[config.mk]
export PLATFORM = sky130hd
export DESIGN_NAME = serial_pad_to_joypad_matrix
export DESIGN_NICKNAME = d
export VERILOG_FILES = /design/src/hw/rtl/snjm_pkg.sv /design/src/hw/rtl/snjm_regs.sv /design/src/hw/rtl/snjm_seq.sv /design/src/hw/rtl/snjm_matrix.sv /design/src/hw/rtl/serial_pad_to_joypad_matrix.sv
export SDC_FILE = /design/constraint.sdc
export NUM_CORES = 1
export LEC_CHECK = 0
export BUFFER_PORTS_ARGS = -buffer_cell sky130_fd_sc_hd__buf_2
export CAP_MARGIN = 20
export CORE_ASPECT_RATIO = 1.5
export CORE_MARGIN = 2
export CORE_UTILIZATION = 45
export DETAILED_ROUTE_END_ITERATION = 8
export PLACE_DENSITY = 0.67
export SYNTH_ARGS = -nofsm -noshare
export SYNTH_HDL_FRONTEND = slang
export SYNTH_SLANG_ARGS = --single-unit
[constraint.sdc]
create_clock -name clk -period 12 [get_ports clk]
set_clock_uncertainty 0.1 [all_clocks]
set_input_delay 1.2 -clock clk [delete_from_list [all_inputs] [get_ports clk]]
set_output_delay 1.2 -clock clk [all_outputs]
set_load 0.05 [all_outputs]
[src/hw/rtl/snjm_pkg.sv]
`timescale 1ns / 1ps
`default_nettype none

package snjm_pkg;

    // Number of pad buttons shifted in per frame.
    localparam int BUTTON_COUNT_DEFAULT = 8;

    // Configuration register widths and reset values.
    localparam int HALF_PERIOD_W = 16;
    localparam int FRAME_GAP_W   = 20;
    localparam int TICK_W        = 20;

    localparam logic [HALF_PERIOD_W-1:0] HALF_PERIOD_RESET = 16'd25;
    localparam logic [FRAME_GAP_W-1:0]   FRAME_GAP_RESET   = 20'd20000;

    // Configuration port geometry.
    localparam int APB_ADDR_W = 3;
    localparam int APB_DATA_W = 32;

    // Register indexes, decoded from paddr[2].
    localparam logic REG_HALF_PERIOD = 1'b0;
    localparam logic REG_FRAME_GAP   = 1'b1;

    // Stream payload widths.
    localparam int IN_TDATA_W  = 8;
    localparam int OUT_TDATA_W = 8;
    localparam int IN_FIELDS_W = 3;
    localparam int RESULT_W    = 6;

    typedef struct packed {
        logic [FRAME_GAP_W-1:0]   frame_gap_ticks;
        logic [HALF_PERIOD_W-1:0] half_period_ticks;
    } cfg_t;

    // Sequencer view of one tick: strobes and the first eight button bits
    // (A, B, select, start, up, down, left, right from bit 0 up).
    typedef struct packed {
        logic [7:0] pad_bits;
        logic       pulse;
        logic       latch;
    } seq_info_t;

    // One result beat, latch_out in the lowest bit.
    typedef struct packed {
        logic down_or_start_n;
        logic up_or_select_n;
        logic left_or_b_n;
        logic right_or_a_n;
        logic pulse_out;
        logic latch_out;
    } result_t;

endpackage

`default_nettype wire

[src/hw/rtl/snjm_regs.sv]
`timescale 1ns / 1ps
`default_nettype none

module snjm_regs (
    input  wire logic                             clk,
    input  wire logic                             rst_n,
    input  wire logic                             psel,
    input  wire logic                             penable,
    input  wire logic                             pwrite,
    input  wire logic [snjm_pkg::APB_ADDR_W-1:0]  paddr,
    input  wire logic [snjm_pkg::APB_DATA_W-1:0]  pwdata,
    output logic      [snjm_pkg::APB_DATA_W-1:0]  prdata,
    output logic                                  pready,
    output snjm_pkg::cfg_t                        cfg
);

    snjm_pkg::cfg_t cfg_reg;
    logic           wr_en;

    assign pready = 1'b1;
    assign wr_en  = psel && penable && pwrite && pready;
    assign cfg    = cfg_reg;

    always_ff @(posedge clk or negedge rst_n)
    begin
        if (!rst_n)
        begin
            cfg_reg.half_period_ticks <= snjm_pkg::HALF_PERIOD_RESET;
            cfg_reg.frame_gap_ticks   <= snjm_pkg::FRAME_GAP_RESET;
        end
        else if (wr_en)
        begin
            unique case (paddr[2])
                snjm_pkg::REG_HALF_PERIOD:
                    cfg_reg.half_period_ticks <= pwdata[snjm_pkg::HALF_PERIOD_W-1:0];
                snjm_pkg::REG_FRAME_GAP:
                    cfg_reg.frame_gap_ticks <= pwdata[snjm_pkg::FRAME_GAP_W-1:0];
                default:
                    cfg_reg.half_period_ticks <= cfg_reg.half_period_ticks;
            endcase
        end
    end

    always_comb
    begin
        unique case (paddr[2])
            snjm_pkg::REG_HALF_PERIOD:
                prdata = {{(snjm_pkg::APB_DATA_W-snjm_pkg::HALF_PERIOD_W){1'b0}},
                          cfg_reg.half_period_ticks};
            snjm_pkg::REG_FRAME_GAP:
                prdata = {{(snjm_pkg::APB_DATA_W-snjm_pkg::FRAME_GAP_W){1'b0}},
                          cfg_reg.frame_gap_ticks};
            default:
                prdata = '0;
        endcase
    end

endmodule

`default_nettype wire

[src/hw/rtl/snjm_seq.sv]
`timescale 1ns / 1ps
`default_nettype none

module snjm_seq #(
    parameter int BUTTON_COUNT = snjm_pkg::BUTTON_COUNT_DEFAULT
) (
    input  wire logic              clk,
    input  wire logic              rst_n,
    input  wire logic              advance,
    input  wire logic              serial_data,
    input  snjm_pkg::cfg_t         cfg,
    output snjm_pkg::seq_info_t    info
);

    localparam int IDX_W = $clog2(BUTTON_COUNT);
    localparam logic [IDX_W-1:0] LAST_IDX = IDX_W'(BUTTON_COUNT - 1);

    typedef enum logic [2:0] {
        PH_LATCH_HI = 3'd0,
        PH_LATCH_LO = 3'd1,
        PH_PULSE_HI = 3'd2,
        PH_PULSE_LO = 3'd3,
        PH_GAP      = 3'd4
    } phase_t;

    phase_t                        phase_reg,  phase_next;
    logic [snjm_pkg::TICK_W-1:0]   tick_reg,   tick_next;
    logic [IDX_W-1:0]              index_reg,  index_next;
    logic [BUTTON_COUNT-1:0]       buttons_reg, buttons_next;

    logic [snjm_pkg::TICK_W-1:0]   len;
    logic [snjm_pkg::TICK_W-1:0]   tick_inc;
    logic                          finish;
    logic                          sample;

    // The sample taken on the first pulse-high tick already shows on this
    // tick's matrix lines, so the result uses the next button value.
    always_comb
    begin
        sample       = (phase_reg == PH_PULSE_HI) && (tick_reg == '0);
        buttons_next = buttons_reg;
        if (sample)
        begin
            buttons_next[index_reg] = serial_data;
        end

        if (phase_reg == PH_GAP)
        begin
            len = cfg.frame_gap_ticks;
        end
        else
        begin
            len = snjm_pkg::TICK_W'(cfg.half_period_ticks);
        end
        if (len == '0)
        begin
            len = snjm_pkg::TICK_W'(1);
        end

        tick_inc = tick_reg + snjm_pkg::TICK_W'(1);
        finish   = (tick_inc >= len) || (tick_inc == '0);

        phase_next = phase_reg;
        index_next = index_reg;
        tick_next  = tick_inc;
        if (finish)
        begin
            tick_next = '0;
            unique case (phase_reg)
                PH_LATCH_HI:
                    phase_next = PH_LATCH_LO;
                PH_LATCH_LO:
                begin
                    index_next = '0;
                    phase_next = PH_PULSE_HI;
                end
                PH_PULSE_HI:
                    phase_next = PH_PULSE_LO;
                PH_PULSE_LO:
                begin
                    if (index_reg == LAST_IDX)
                    begin
                        index_next = '0;
                        phase_next = (cfg.frame_gap_ticks == '0) ? PH_LATCH_HI : PH_GAP;
                    end
                    else
                    begin
                        index_next = index_reg + IDX_W'(1);
                        phase_next = PH_PULSE_HI;
                    end
                end
                default:
                    phase_next = PH_LATCH_HI;
            endcase
        end
    end

    always_ff @(posedge clk or negedge rst_n)
    begin
        if (!rst_n)
        begin
            phase_reg   <= PH_LATCH_HI;
            tick_reg    <= '0;
            index_reg   <= '0;
            buttons_reg <= '1;
        end
        else if (advance)
        begin
            phase_reg   <= phase_next;
            tick_reg    <= tick_next;
            index_reg   <= index_next;
            buttons_reg <= buttons_next;
        end
    end

    assign info.latch    = (phase_reg == PH_LATCH_HI);
    assign info.pulse    = (phase_reg == PH_PULSE_HI);
    assign info.pad_bits = buttons_next[7:0];

`ifndef SYNTHESIS
    a_strobes_exclusive: assert property (@(posedge clk) disable iff (!rst_n)
        !(info.latch && info.pulse))
        else $error("latch and pulse high on the same tick");

    a_index_idle_zero: assert property (@(posedge clk) disable iff (!rst_n)
        (phase_reg != PH_PULSE_HI && phase_reg != PH_PULSE_LO) |-> (index_reg == '0))
        else $error("bit index not cleared outside the bit slots");

    a_buttons_only_on_sample: assert property (@(posedge clk) disable iff (!rst_n)
        !(advance && sample) |=> $stable(buttons_reg))
        else $error("button register changed outside a sample tick");

    a_hold_when_stalled: assert property (@(posedge clk) disable iff (!rst_n)
        !advance |=> ($stable(phase_reg) && $stable(tick_reg)))
        else $error("sequencer moved without an accepted tick");
`endif

endmodule

`default_nettype wire

[src/hw/rtl/snjm_matrix.sv]
`timescale 1ns / 1ps
`default_nettype none

module snjm_matrix (
    input  snjm_pkg::seq_info_t  info,
    input  wire logic            dpad_select_n,
    input  wire logic            action_select_n,
    output snjm_pkg::result_t    result
);

    logic [7:0] b;

    assign b = info.pad_bits;

    always_comb
    begin
        result.latch_out = info.latch;
        result.pulse_out = info.pulse;
        priority if (!dpad_select_n)
        begin
            result.right_or_a_n    = b[7];
            result.left_or_b_n     = b[6];
            result.up_or_select_n  = b[4];
            result.down_or_start_n = b[5];
        end
        else if (!action_select_n)
        begin
            result.right_or_a_n    = b[0];
            result.left_or_b_n     = b[1];
            result.up_or_select_n  = b[2];
            result.down_or_start_n = b[3];
        end
        else
        begin
            result.right_or_a_n    = 1'b1;
            result.left_or_b_n     = 1'b1;
            result.up_or_select_n  = 1'b1;
            result.down_or_start_n = 1'b1;
        end
    end

endmodule

`default_nettype wire

[src/hw/rtl/serial_pad_to_joypad_matrix.sv]
`timescale 1ns / 1ps
`default_nettype none

// Serial pad reader that drives an active-low joypad matrix. Every input
// beat is one timing tick and produces exactly one output beat. The block
// takes a beat every clock cycle while the result stream does not stall.
// A tick is held in the input register and its result in the result
// register, which drives m_tvalid. While the result stream stalls, one
// more tick can wait in the input register, and then s_tready drops until
// the result register drains. On each tick the sequencer steps through a
// latch-high and a latch-low half period, then BUTTON_COUNT bit slots
// (pulse high, then pulse low), then a frame gap, and starts again. The
// pad data pin is sampled on the first tick of each pulse-high half
// period, and that sample already shows on the matrix lines of the same
// tick. The matrix lines show the direction row while dpad_select_n is
// low, else the action row while action_select_n is low, else all ones.
// The button register resets to all ones (released). Both timing
// registers are on the APB port: half_period_ticks at byte address 0 and
// frame_gap_ticks at byte address 4; a half period of zero acts as one
// and a frame gap of zero skips the gap. Change them only while idle.
module serial_pad_to_joypad_matrix #(
    parameter int BUTTON_COUNT = snjm_pkg::BUTTON_COUNT_DEFAULT
) (
    input  wire logic                                clk,
    input  wire logic                                rst_n,

    // Input stream. tdata from bit 0: serial_data, dpad_select_n,
    // action_select_n, then zero fill.
    input  wire logic                                s_tvalid,
    output logic                                     s_tready,
    input  wire logic [snjm_pkg::IN_TDATA_W-1:0]     s_tdata,

    // Result stream. tdata from bit 0: latch_out, pulse_out, right_or_a_n,
    // left_or_b_n, up_or_select_n, down_or_start_n, then zero fill.
    output logic                                     m_tvalid,
    input  wire logic                                m_tready,
    output logic      [snjm_pkg::OUT_TDATA_W-1:0]    m_tdata,

    // Configuration port.
    input  wire logic                                psel,
    input  wire logic                                penable,
    input  wire logic                                pwrite,
    input  wire logic [snjm_pkg::APB_ADDR_W-1:0]     paddr,
    input  wire logic [snjm_pkg::APB_DATA_W-1:0]     pwdata,
    output logic      [snjm_pkg::APB_DATA_W-1:0]     prdata,
    output logic                                     pready
);

    snjm_pkg::cfg_t       cfg;
    snjm_pkg::seq_info_t  info;
    snjm_pkg::result_t    result;

    // Input register holds one tick; the result register holds one beat.
    logic                                 in_valid_reg;
    logic [snjm_pkg::IN_FIELDS_W-1:0]     in_data_reg;
    logic                                 out_valid_reg;
    snjm_pkg::result_t                    out_data_reg;
    logic                                 advance;

    // A tick moves from the input register into the result register when
    // the result register is empty or is being emptied this cycle.
    assign advance  = in_valid_reg && (!out_valid_reg || m_tready);
    assign s_tready = !in_valid_reg || advance;

    always_ff @(posedge clk or negedge rst_n)
    begin
        if (!rst_n)
        begin
            in_valid_reg  <= 1'b0;
            out_valid_reg <= 1'b0;
        end
        else
        begin
            if (s_tready)
            begin
                in_valid_reg <= s_tvalid;
            end
            if (advance)
            begin
                out_valid_reg <= 1'b1;
            end
            else if (m_tready)
            begin
                out_valid_reg <= 1'b0;
            end
        end
    end

    // Payload registers carry no reset.
    always_ff @(posedge clk)
    begin
        if (s_tready && s_tvalid)
        begin
            in_data_reg <= s_tdata[snjm_pkg::IN_FIELDS_W-1:0];
        end
        if (advance)
        begin
            out_data_reg <= result;
        end
    end

    snjm_regs u_regs (
        .clk     (clk),
        .rst_n   (rst_n),
        .psel    (psel),
        .penable (penable),
        .pwrite  (pwrite),
        .paddr   (paddr),
        .pwdata  (pwdata),
        .prdata  (prdata),
        .pready  (pready),
        .cfg     (cfg)
    );

    snjm_seq #(
        .BUTTON_COUNT (BUTTON_COUNT)
    ) u_seq (
        .clk         (clk),
        .rst_n       (rst_n),
        .advance     (advance),
        .serial_data (in_data_reg[0]),
        .cfg         (cfg),
        .info        (info)
    );

    snjm_matrix u_matrix (
        .info            (info),
        .dpad_select_n   (in_data_reg[1]),
        .action_select_n (in_data_reg[2]),
        .result          (result)
    );

    assign m_tvalid = out_valid_reg;
    assign m_tdata  = {{(snjm_pkg::OUT_TDATA_W-snjm_pkg::RESULT_W){1'b0}}, out_data_reg};

endmodule

`default_nettype wire
Word level (Yosys, flattened, before mapping)
Cells that the tools add are included.
{"block": "op_classes", "n_addsub": 2, "order_cmp": 3, "n_eq_ne": 5, "muxes": 17, "bitwise_logic": 1, "reduce_logical": 22}
{"op": "20-bit logical NOT", "n": 4}
{"op": "32-bit one-hot mux with 2 select lines", "n": 1}
{"op": "20-bit 2-to-1 mux", "n": 3}
{"op": "20-bit by 1-bit adder with 20-bit output, second input constant", "n": 1}
{"op": "20-bit >= comparator", "n": 1}
{"op": "3-bit one-hot mux with 4 select lines", "n": 1}
{"op": "3-bit 2-to-1 mux", "n": 3}
{"op": "8-bit bitwise mux", "n": 1}
{"op": "4-bit 2-to-1 mux", "n": 2}
{"op": "8-bit 2-to-1 mux", "n": 1}
{"op": "3-bit by 2-bit == test with 1-bit output, second input constant", "n": 2}
{"op": "3-bit == test, second input constant", "n": 2}
{"op": "1-bit logical AND", "n": 6}
{"op": "3-bit one-hot mux with 2 select lines", "n": 1}
{"op": "2-bit AND reduction", "n": 3}
{"op": "3-bit by 4-bit less-than comparator with 1-bit output, second input constant", "n": 1}
{"op": "2-bit nonzero test", "n": 2}
{"op": "3-bit by 1-bit adder with 3-bit output, second input constant", "n": 1}
{"op": "1-bit demux with 3-bit select", "n": 1}
{"op": "3-bit by 1-bit == test with 1-bit output, second input constant", "n": 1}
{"op": "3-bit by 1-bit >= comparator with 1-bit output, second input constant", "n": 1}
{"op": "3-bit logical NOT", "n": 1}
{"op": "1-bit logical OR", "n": 3}
{"op": "1-bit 2-to-1 mux", "n": 3}
{"op": "other kinds (3)", "n": 4}
{"block": "totals", "regBits": 81, "in_bits": 50, "output_inout_bits": 43, "word_cells": 65}

Depth between registers and ports, before layout
Gate-level depths: netlist (run 1).
{"block": "logic_depth", "depth_word": 8, "ltp_mapped": 17, "depth_no_buf": 14}

Modules after synthesis
A second synthesis (run 1) with hierarchy kept.
{"block": "unflattened", "hier_cells": 498, "area_unflattened_um2": 5366.4}
{"module": "snjm_seq", "instances": 1, "cells_per_inst": 349, "area_each_um2": 3146.8, "seq_area_each_um2": 860.8}
{"module": "snjm_regs", "instances": 1, "cells_per_inst": 114, "area_each_um2": 1725.4, "seq_area_each_um2": 910.9}
{"module": "serial_pad_to_joypad_matrix", "instances": 1, "cells_per_inst": 20, "area_each_um2": 392.9, "seq_area_each_um2": 320.3}
{"module": "snjm_matrix", "instances": 1, "cells_per_inst": 15, "area_each_um2": 101.3, "seq_area_each_um2": 0.0}

Worst setup path before layout (run 1)
Ideal clock, no wire load.
{"block": "synth_timing", "path_type": "register to register", "startpoint": "register u_seq.phase_reg[2]", "endpoint": "register u_seq.phase_reg[2]", "setup_ns": 0.125, "arrival_time_ns": 4.009, "required_time_ns": 11.775, "path_slack_ns": 7.767, "path_stages_with_launch": 17, "n_path_buf": 2, "synth_period_minus_slack_ns": 4.233, "path_cell_list": "dfrtp_1 clkbuf_1 nor3b_1 clkbuf_1 mux2i_1 nand4_1 or4_1 nand2_1 ha_1 nand2b_1 a21oi_1 nor2b_1 o311ai_0 nand3_1 a21oi_2 nor2_1 mux2_2"}
{"block": "synth_between", "elab_chain_len": 7, "word_cells_on_any_way": 12, "cone_classes": "1 x order compare; 4 x eq/ne; 3 x mux; 4 x reduce/logical"}
{"item": "start, declared", "line": "snjm_seq.sv:26", "source": "phase_t phase_reg, phase_next;"}
{"item": "start signal, assigned", "line": "snjm_seq.sv:109", "source": "phase_reg <= phase_next;"}
{"item": "3-bit == test", "line": "snjm_seq.sv:47", "source": "if (phase_reg == PH_GAP)"}
{"item": "20-bit 2-to-1 mux", "line": "snjm_seq.sv:47"}
{"item": "20-bit logical NOT", "line": "snjm_seq.sv:55", "source": "if (len == '0)"}
{"item": "20-bit 2-to-1 mux", "line": "snjm_seq.sv:55"}
{"item": "20-bit >= comparator", "line": "snjm_seq.sv:61", "source": "finish = (tick_inc >= len) || (tick_inc == '0);"}
{"item": "1-bit logical OR", "line": "snjm_seq.sv:61"}
{"item": "2-bit AND reduction (no source line)"}
Several ways; a longest one is shown, not always the timed one.
A chain may end at the register's enable or synchronous reset.

Worst setup path in the final report (run 1)
{"block": "layout_timing", "startpoint": "register u_seq.phase_reg[2]", "endpoint": "register u_seq.tick_reg[3] (netlist name)"}
{"block": "layout_between", "elab_chain_len": 7}
{"item": "3-bit == test (*)", "line": "snjm_seq.sv:47"}
{"item": "20-bit 2-to-1 mux (*)", "line": "snjm_seq.sv:47"}
{"item": "20-bit logical NOT", "line": "snjm_seq.sv:55"}
{"item": "20-bit 2-to-1 mux (*)", "line": "snjm_seq.sv:55"}
{"item": "20-bit >= comparator (*)", "line": "snjm_seq.sv:61"}
{"item": "1-bit logical OR (*)", "line": "snjm_seq.sv:61"}
{"item": "20-bit 2-to-1 mux (*)", "line": "snjm_seq.sv:66", "source": "if (finish)"}
{"item": "end signal, assigned", "line": "snjm_seq.sv:110", "source": "tick_reg <= tick_next;"}
{"item": "end, declared", "line": "snjm_seq.sv:27", "source": "logic [snjm_pkg::TICK_W-1:0] tick_reg, tick_next;"}
Every way passes the cells marked *; elsewhere a longest branch is shown, timed or not.

==> Implementation_results.wiki, run 1 <==
{| class="wikitable"
! Metric !! Value
|-
| Worst setup path class || reg2reg
|-
| Crit path capture type || flop
|-
| Share of layout cells above drive strength 1 || approximately 30%
|-
| Number of primary I/O pins || 93
|-
| Switching share of power || 38.3%
|-
| Run status || finished, final reports clean
|-
| Peak VDD IR || ~0.12 mV
|-
| First DRT Iteration DRCs || 248
|-
| Number of filler instances in the final layout || just over 1000
|-
| Detailed-placement wirelength estimate || 8190 um
|-
| Number of gates resized after cts || 0
|-
| Buffer cell driving the clock tree root || clkbuf_16
|-
| Post-route core utilization || 51.6%
|-
| Maximum number of pins on one net before global-route repair || 73
|-
| Number of maximum-capacitance violations || 0
|-
| Routed vias || just under 4000
|-
| Ys flop type || dfrtp_1
|-
| Power spent charging and discharging nets || 0.388 mW
|-
| FF+latch count, synth || 81
|-
| Average instance area after synthesis || 10.2 sq um
|-
| Leak Pwr || 2.46 nW
|-
| Cell with the most instances after synthesis || nand2_1
|-
| Number of iterations in the first detailed-routing pass || 4
|-
| Transition time at the pin with the least slew margin || 0.977 ns
|-
| Share of synthesized area occupied by flip-flops and latches || a little over 40%
|-
| Overall Global Routing Usage || between 10% and 20%
|-
| Sum of routed wire length over all layers || 11300 um
|-
| Die X-Extent || 90.9 um
|-
| Unrepaired setup endpoints after global routing || no
|-
| GR Overflow Total || 0
|-
| Area leader, netlist || dfrtp_1
|-
| Max Transition Viols Final || 0
|-
| Wire length per cell after detailed routing || around 16 um
|-
| Clock share of power || ~28%
|-
| Sequential fraction of design power || between 40 and 50%
|-
| Post-detailed-route via-to-cell ratio || roughly 5.5
|-
| Deepest clock path buffer count || 2
|-
| CTS hold repair buffers || 0
|-
| Ordered cell list for the critical path || nor3b_2 > buf_4 > mux2i_1 > nand4_1 > or4_1 > nand2_1 > ha_1 > nand2b_1 > a21oi_1 > nor2b_1 > o311ai_0 > nand3_1 > a21oi_2 > nand2_1 > o31ai_1
|-
| Wire length of the first global-routing pass || 18500 um
|-
| Maximum cell stage delay along the critical path || roughly 0.81 ns
|-
| Commonest cells post-synth || nand2_1, mux2_2, dfrtp_1
|-
| Crit share post-route || about half
|-
| Floorplan core area || 0.0111 sq mm
|-
| Number of CTS-inserted buffers || 9
|-
| Clock sink total || 81
|-
| Combinational share of power || around a third
|-
| Critical path required time || 12.14 ns
|-
| Skew-Pair Late Insertion Delay || 0.34 ns
|-
| Share of flip-flops with an asynchronous set or reset after synthesis || 88.9%
|-
| Post-synth cell types || 64
|-
| Dominant cells by area after synthesis || dfrtp_1, mux2_2, dfstp_2
|-
| Internal power component || ~0.62 mW
|-
| Power Density || 177 mW/mm^2
|-
| Net total in the final layout || between 600 and 700
|-
| Final antenna-violating net count || 0
|-
| Worst Path Max Fanout || 21
|-
| # diodes || 0
|-
| Max-slew headroom at the worst pin || a little over a third
|-
| Initial core utilization || 46.1%
|-
| Buffers on Ports || between 50 and 60
|-
| Setup TNS Final || 0 ns
|-
| Number of flip-flops under the largest register name || 36
|-
| Cells after Synth || 500
|-
| Die footprint || ~0.012 sq mm
|-
| Data arrival time of the critical path || roughly 6 ns
|-
| Number of enable flip-flop cells after synthesis || 9
|-
| Final weighted congestion in routability-driven placement || a little under 0.9
|-
| DRC viols || 0
|-
| Highest-delay cell along the critical path || a21oi_2
|-
| Post-CTS setup buffer count || 0
|-
| Final worst path period need || 5.78 ns
|-
| Synth warnings || 0
|-
| CTS tree || done
|-
| Cell repeated most along the worst path || nand2_1
|-
| Class of the worst hold path || reg2reg
|-
| Number of buffers and inverters on the critical path || 1
|-
| Share of Yosys cell area claimed by the top area cell type || between 20% and 30%
|-
| Setup violators final || 0
|-
| Startpoint types || flop
|-
| H-tree lvl count || 3
|-
| Initial antenna violation count || 0
|-
| Cell area after synthesis || approximately 0.0051 sq mm
|-
| Crit-path leading delay family || simple AND/OR/NAND/NOR gates
|-
| Via count of the first global-routing pass || 3835
|-
| Clock transition at the registers of the reported paths || 0.07 ns
|-
| Fmax || about 170 MHz
|-
| Relative area change from synthesis to final layout || 11.9%
|-
| Die outline height || 134 um
|-
| Num rows || 47
|-
| Final Hold Vio Count || 0
|}
-- layout make-up --
cell class / instances / area (sq um) / share of cell area [%]
clock buffer: 9 / 225 / 3.94
clock inverter: 7 / 76.3 / 1.34
inverter: 11 / 41.3 / 0.723
multi-input combinational: 377 / 2770 / 48.5
sequential: 81 / 2090 / 36.6
tap: 147 / 184 / 3.22
timing repair buffer: 62 / 324 / 5.68
-- path summary, 6_finish.rpt --
path | start | end | slack (ns) | depth (start not counted)
setup / recovery | u_seq.phase_reg[2] | u_seq.tick_reg[3] | 6.22 | 15
hold / removal | u_seq.buttons_reg[4] | u_seq.buttons_reg[4] | 0.36 | 2
setup reg to reg | u_seq.phase_reg[2] | u_seq.tick_reg[3] | 6.22 | 15
hold reg to reg | u_seq.buttons_reg[4] | u_seq.buttons_reg[4] | 0.36 | 2
max in group asynchronous | rst_n | u_seq.tick_reg[1] | 10.21 | 2
min in group asynchronous | rst_n | u_seq.tick_reg[17] | 0.98 | 2
-- layout by cell type (no fill, tap or decap), types with 9 or more instances in the layout --
cell,n
conb_1,15
ha_1,24
mux2_2,58
nand4_1,13
buf_2,58
nor3_1,9
o21ai_0,22
dfrtp_1,56
nor2_1,24
clkbuf_16,9
nand3_1,15
mux2i_1,21
inv_1,11
a21oi_1,16
nand2_1,59
xnor2_1,10
edfxtp_1,9
dfstp_2,16
-- power by group through the flow --
stage | Clock (mW) | Sequential (mW) | Combinational [mW]
floorplan | 0 | 0.388 | 0.275
global placement | 0 | 0.409 | 0.317
detailed placement | 0 | 0.412 | 0.326
CTS | 0.285 | 0.408 | 0.328
global route | 0.296 | 0.418 | 0.357
finish | 0.279 | 0.408 | 0.325
-- per-stage QoR --
| stage | setup WS [ns] | hold slack [ns] | std cells | total power, mW | instance area, sq um |
|---|---|---|---|---|---|
| floorplan | 7.77 | 0.337 | 513 | 0.663 | 5150 |
| global placement | 6.43 | 0.345 | 677 | 0.725 | 5400 |
| detailed placement | 6.35 | 0.350 | 678 | 0.739 | 5410 |
| CTS | 6.33 | 0.363 | 694 | 1.02 | 5710 |
| global route | 5.97 | 0.385 | 694 | 1.07 | 5710 |
| finish | 6.22 | 0.361 | 694 | 1.01 | 5710 |
-- logic make-up after synthesis --
logic type                 synth area share (%)
xor gates and xnor gates                   3.09
buffers and inverters                      5.81
muxes                                      16.9
other                                     0.147
and+or+nand+nor                            19.1
AOI/OAI and AO/OA                          8.02
DFF                                        41.0
adders and majority gates                  5.89
-- worst reg2reg max path: cells and delay by family (launching register included) --
kind / cells / cell delay (ns)
AND/OR/NAND/NOR: 8 / 2.11
AO/OA/AOI/OAI: 4 / 2.00
flip-flops: 1 / 0.51
multiplexers: 1 / 0.40
buffers and inverters: 1 / 0.35
adder cells (fa/ha/maj): 1 / 0.21
-- metal layers --
| layer | wire length, um | up-vias | part of all wire [%] | track usage (%) |
|---|---|---|---|---|
| li1 | - | 1846 | - | - |
| met1 | 4300 | 1880 | 38 | 20.7 |
| met2 | 6100 | 97 | 54 | 35.1 |
| met3 | 475 | 26 | 4.2 | 3.31 |
| met4 | 423 | 0 | 3.7 | 9.68 |
| met5 | 0 | - | 0 | 0 |
(Power assumes the default switching activity.)
==> run 2, diff against run 1 <==
--- a/config.mk
+++ b/config.mk
@@ -5,13 +5,14 @@
 export SDC_FILE = /design/constraint.sdc
 export NUM_CORES = 1
 export LEC_CHECK = 0
+export ABC_AREA = 1
 export BUFFER_PORTS_ARGS = -buffer_cell sky130_fd_sc_hd__buf_2
 export CAP_MARGIN = 20
 export CORE_ASPECT_RATIO = 1.5
 export CORE_MARGIN = 2
 export CORE_UTILIZATION = 45
 export DETAILED_ROUTE_END_ITERATION = 8
-export PLACE_DENSITY = 0.67
+export PLACE_DENSITY = 0.69
 export SYNTH_ARGS = -nofsm -noshare
 export SYNTH_HDL_FRONTEND = slang
 export SYNTH_SLANG_ARGS = --single-unit
==> constraint.sdc (replaced) <==
create_clock -name clk -period 4.95 [get_ports clk]
set_clock_uncertainty 0.1 [all_clocks]
set_input_delay 0.495 -clock clk [delete_from_list [all_inputs] [get_ports clk]]
set_output_delay 0.495 -clock clk [all_outputs]
set_load 0.05 [all_outputs]
==> run 2 against run 1 <==
  * Synthesized cell count is 44% higher
  * Hold slack worse by 0.30 ns
  * Via count grew 24%
  * Critical endpoint is now u_seq.index_reg[0]
==> Implementation_results.wiki, run 2 <==
{| class="wikitable"
! Metric !! Value
|-
| Critical path required time || 5.13 ns (-7.01 ns)
|-
| Data arrival time of the critical path || 4.16 ns (-1.76 ns)
|-
| Highest-delay cell along the critical path || inv_1
|-
| Number of CTS-inserted buffers || 9 (unchanged)
|-
| Dominant cells by area after synthesis || dfrtp_1, nand2_1, o21ai_0
|-
| Top library cells by usage in the layout, fill and taps aside || nand2_1, inv_1, o21ai_0, buf_2, dfrtp_1
|-
| Unrepaired setup endpoints after global routing || no
|-
| Cell area after synthesis || 0.00520 sq mm (+1.9%)
|-
| Buffers on Ports || 58 (unchanged)
|-
| Number of primary I/O pins || 93 (unchanged)
|-
| Synth warnings || 0 (unchanged)
|-
| Worst Path Max Fanout || 28 (+33%)
|-
| Deepest clock path buffer count || 2 (unchanged)
|-
| Post-place instance area || 0.00553 sq mm (+2.3%)
|-
| End point of the critical path || u_seq.index_reg[0]
|-
| Average instance area after synthesis || 7.22 sq um (-29%)
|-
| Number of filler instances in the final layout || 1113 (+7.5%)
|-
| Beginning of the worst register-to-register path || u_seq.phase_reg[1]
|-
| Number of flip-flops under the largest register name || 36 (unchanged)
|-
| Clock sink total || 81 (unchanged)
|-
| Detailed-placement wirelength estimate || 9300 um (+13%)
|-
| Ordered cell list for the critical path || nor2_1 > nand2_1 > inv_1 > o21ai_0 > inv_1 > nand4_1 > nor4_1 > nand2_1 > nand2_1 > ha_1 > o21ai_0 > a21boi_0 > o21ai_0 > a21oi_1 > nor2_1 > nand2_4 > nand2_1 > nand2_1 > nand2_1
|-
| Ys flop type || dfrtp_1
|-
| GR Overflow Total || 0 (unchanged)
|-
| Leak Pwr || 2.94 nW (+20%)
|-
| Sum of routed wire length over all layers || 12400 um (+9.8%)
|-
| Cells after Synth || 720 (+44%)
|-
| Initial core utilization || 45.6% (-0.57 points)
|-
| Skew-Pair Late Insertion Delay || 0.35 ns (about the same)
|-
| # diodes || 0 (unchanged)
|-
| Final worst path period need || 3.98 ns (-1.80 ns)
|-
| Final antenna-violating net count || 0 (unchanged)
|-
| Transition time at the pin with the least slew margin || 0.946 ns (-0.0313 ns)
|-
| Cell repeated most along the worst path || nand2_1
|-
| FF+latch count, synth || 81 (unchanged)
|-
| Power Density || 519 mW/mm^2 (+190%)
|-
| Startpoint types || flop
|-
| Metal1 wirelength || 4960 um (+15%)
|-
| Post-route cell area || 0.00585 sq mm (+2.5%)
|-
| Capture instance of the worst register-to-register path || u_seq.index_reg[0]
|-
| Crit share post-route || 80.3% (+32 points)
|-
| Post-synth cell types || 36 (-44%)
|-
| Most common cell after layout, fill and taps aside || nand2_1
|-
| Fmax || 251 MHz (+45%)
|-
| Clock transition at the registers of the reported paths || 0.06 ns (about the same)
|-
| Number of iterations in the first detailed-routing pass || 5 (+1)
|-
| Setup TNS Final || 0 ns (unchanged)
|-
| Crit path capture type || flop
|-
| Number of maximum-capacitance violations || 0 (unchanged)
|-
| CTS hold repair buffers || 0 (unchanged)
|-
| Maximum number of pins on one net before global-route repair || 49 (-33%)
|-
| Wire length per cell after detailed routing || 13.4 um (-17%)
|-
| Share of layout cells above drive strength 1 || 14.9% (-15 points)
|-
| Die footprint || 0.0124 sq mm (+1.9%)
|-
| Critical Path Source || u_seq.phase_reg[1]
|-
| Net total in the final layout || 842 (+37%)
|-
| Routed vias || 4769 (+24%)
|-
| Wire length of the first global-routing pass || 20300 um (+9.5%)
|-
| Share of synthesized area occupied by flip-flops and latches || 40.2% (-0.78 points)
|-
| First DRT Iteration DRCs || 270 (+8.9%)
|-
| Share of Yosys cell area claimed by the top area cell type || 26.9% (-0.52 points)
|-
| Cell with the most instances after synthesis || nand2_1
|-
| Post-detailed-route via-to-cell ratio || 5.17 (-6.8%)
|-
| Share of flip-flops with an asynchronous set or reset after synthesis || 88.9% (unchanged)
|-
| Num rows || 48 (+2.1%)
|-
| H-tree lvl count || 3 (unchanged)
|-
| DRC viols || 0 (unchanged)
|-
| Post-CTS setup buffer count || 0 (unchanged)
|-
| Number of enable flip-flop cells after synthesis || 9 (unchanged)
|-
| Setup violators final || 0 (unchanged)
|-
| Run status || finished, final reports clean
|-
| Class of the worst hold path || in2async
|-
| Depth of the worst register-to-register path || 19 (+4)
|-
| Wire length on met2 || 6570 um (+7.8%)
|-
| Floorplan core area || 0.0114 sq mm (+3.2%)
|-
| Final Hold Vio Count || 0 (unchanged)
|-
| Peak VDD IR || 0.305 mV (+150%)
|-
| Max-slew headroom at the worst pin || 36.8% (+2.0 points)
|-
| Max Transition Viols Final || 0 (unchanged)
|-
| Initial antenna violation count || 0 (unchanged)
|-
| Area leader, netlist || dfrtp_1
|-
| Number of gates resized after cts || 0 (unchanged)
|-
| Final weighted congestion in routability-driven placement || 0.925 (+6.0%)
|-
| Maximum cell stage delay along the critical path || 0.48 ns (-0.33 ns)
|-
| Overall Global Routing Usage || 20.3% (+1.3 points)
|-
| Buffer cell driving the clock tree root || clkbuf_16
|-
| Die outline height || 136 um (+0.93%)
|-
| Relative area change from synthesis to final layout || 12.5%
|-
| R2R setup slack || 0.97 ns (-5.25 ns)
|-
| Worst setup path class || reg2reg
|-
| Commonest cells post-synth || nand2_1, inv_1, o21ai_0
|-
| Routed length on met3 || 445 um (-6.3%)
|-
| CTS tree || done
|-
| Highest signal layer in the routed design || met4
|-
| Via count of the first global-routing pass || 4475 (+17%)
|-
| Die X-Extent || 91.8 um (+0.92%)
|}
[run 2: cell count changes in the layout (fill, tap and decap cells not counted), sizes merged, moves of 21 or more]
cell,change
nand2,+169
o21ai,+69
nor2,+24
mux2,-54
mux2i,-21
inv,+91
[run 2: cell type report]
class	count	area (sq um)	share of cell area, %
multi-input combinational	510	2550	43.6
sequential	81	2090	35.7
inverter	105	395	6.76
timing repair buffer	61	333	5.69
clock buffer	9	225	3.85
tap	150	188	3.21
clock inverter	7	68.8	1.18
[run 2: kinds of logic after synthesis]
kind of cell | count (synthesis) | share of synthesized area [%]
DFF | 81 | 40.2
and+or+nand+nor | 340 | 28.3
buffers and inverters | 142 | 11.7
xor gates and xnor gates | 2 | 0.337
other | 2 | 0.144
muxes | 4 | 0.866
AOI/OAI and AO/OA | 125 | 12.6
adders and majority gates | 24 | 5.77
[run 2: stage by stage]
stage | instances | power [mW] | worst slack, ns | util (%) | hold WS (ns)
2_1_floorplan | 733 | 2.11 | 2.04 | - | 0.0994
3_3_place_gp | 906 | 2.32 | 0.945 | 48.5 | 0.365
3_5_place_dp | 906 | 2.37 | 0.930 | 48.5 | 0.373
4_1_cts | 922 | 3.05 | 0.909 | 51.0 | 0.0807
5_1_grt | 923 | 3.28 | 0.351 | 51.3 | 0.0990
6_report | 923 | 3.04 | 0.973 | 51.3 | 0.0575
[run 2: worst min-delay path by stage]
stage                           endpoint            from  cells past startpoint
after floorplan             in_valid_reg           rst_n                      0
after global placement    u_regs.cfg[13]  u_regs.cfg[13]                      2
after detailed placement   u_regs.cfg[6]   u_regs.cfg[6]                      2
after CTS                 u_regs.cfg[10]           rst_n                      1
after global routing      u_regs.cfg[10]           rst_n                      1
final                     u_regs.cfg[10]           rst_n                      1
[run 2: where the power goes]
group | internal [mW] | total, mW | switching (mW)
clock network | 0.391 | 0.671 | 0.281
registers | 0.868 | 1.02 | 0.151
logic | 0.411 | 1.35 | 0.936
[run 2: worst max-delay path, delay by kind of cell, from the launching register on]
kind | cells | cell delay (ns)
buffers and inverters | 2 | 0.56
adder cells (fa/ha/maj) | 1 | 0.22
flip-flops | 1 | 0.42
AND/OR/NAND/NOR | 11 | 1.98
AO/OA/AOI/OAI | 5 | 0.62
[run 2: layer usage]
layer	track usage, %	vias up
li1	-	2391
met1	22.6	2215
met2	37.3	133
met3	3.56	30
met4	9.78	0
met5	0	-
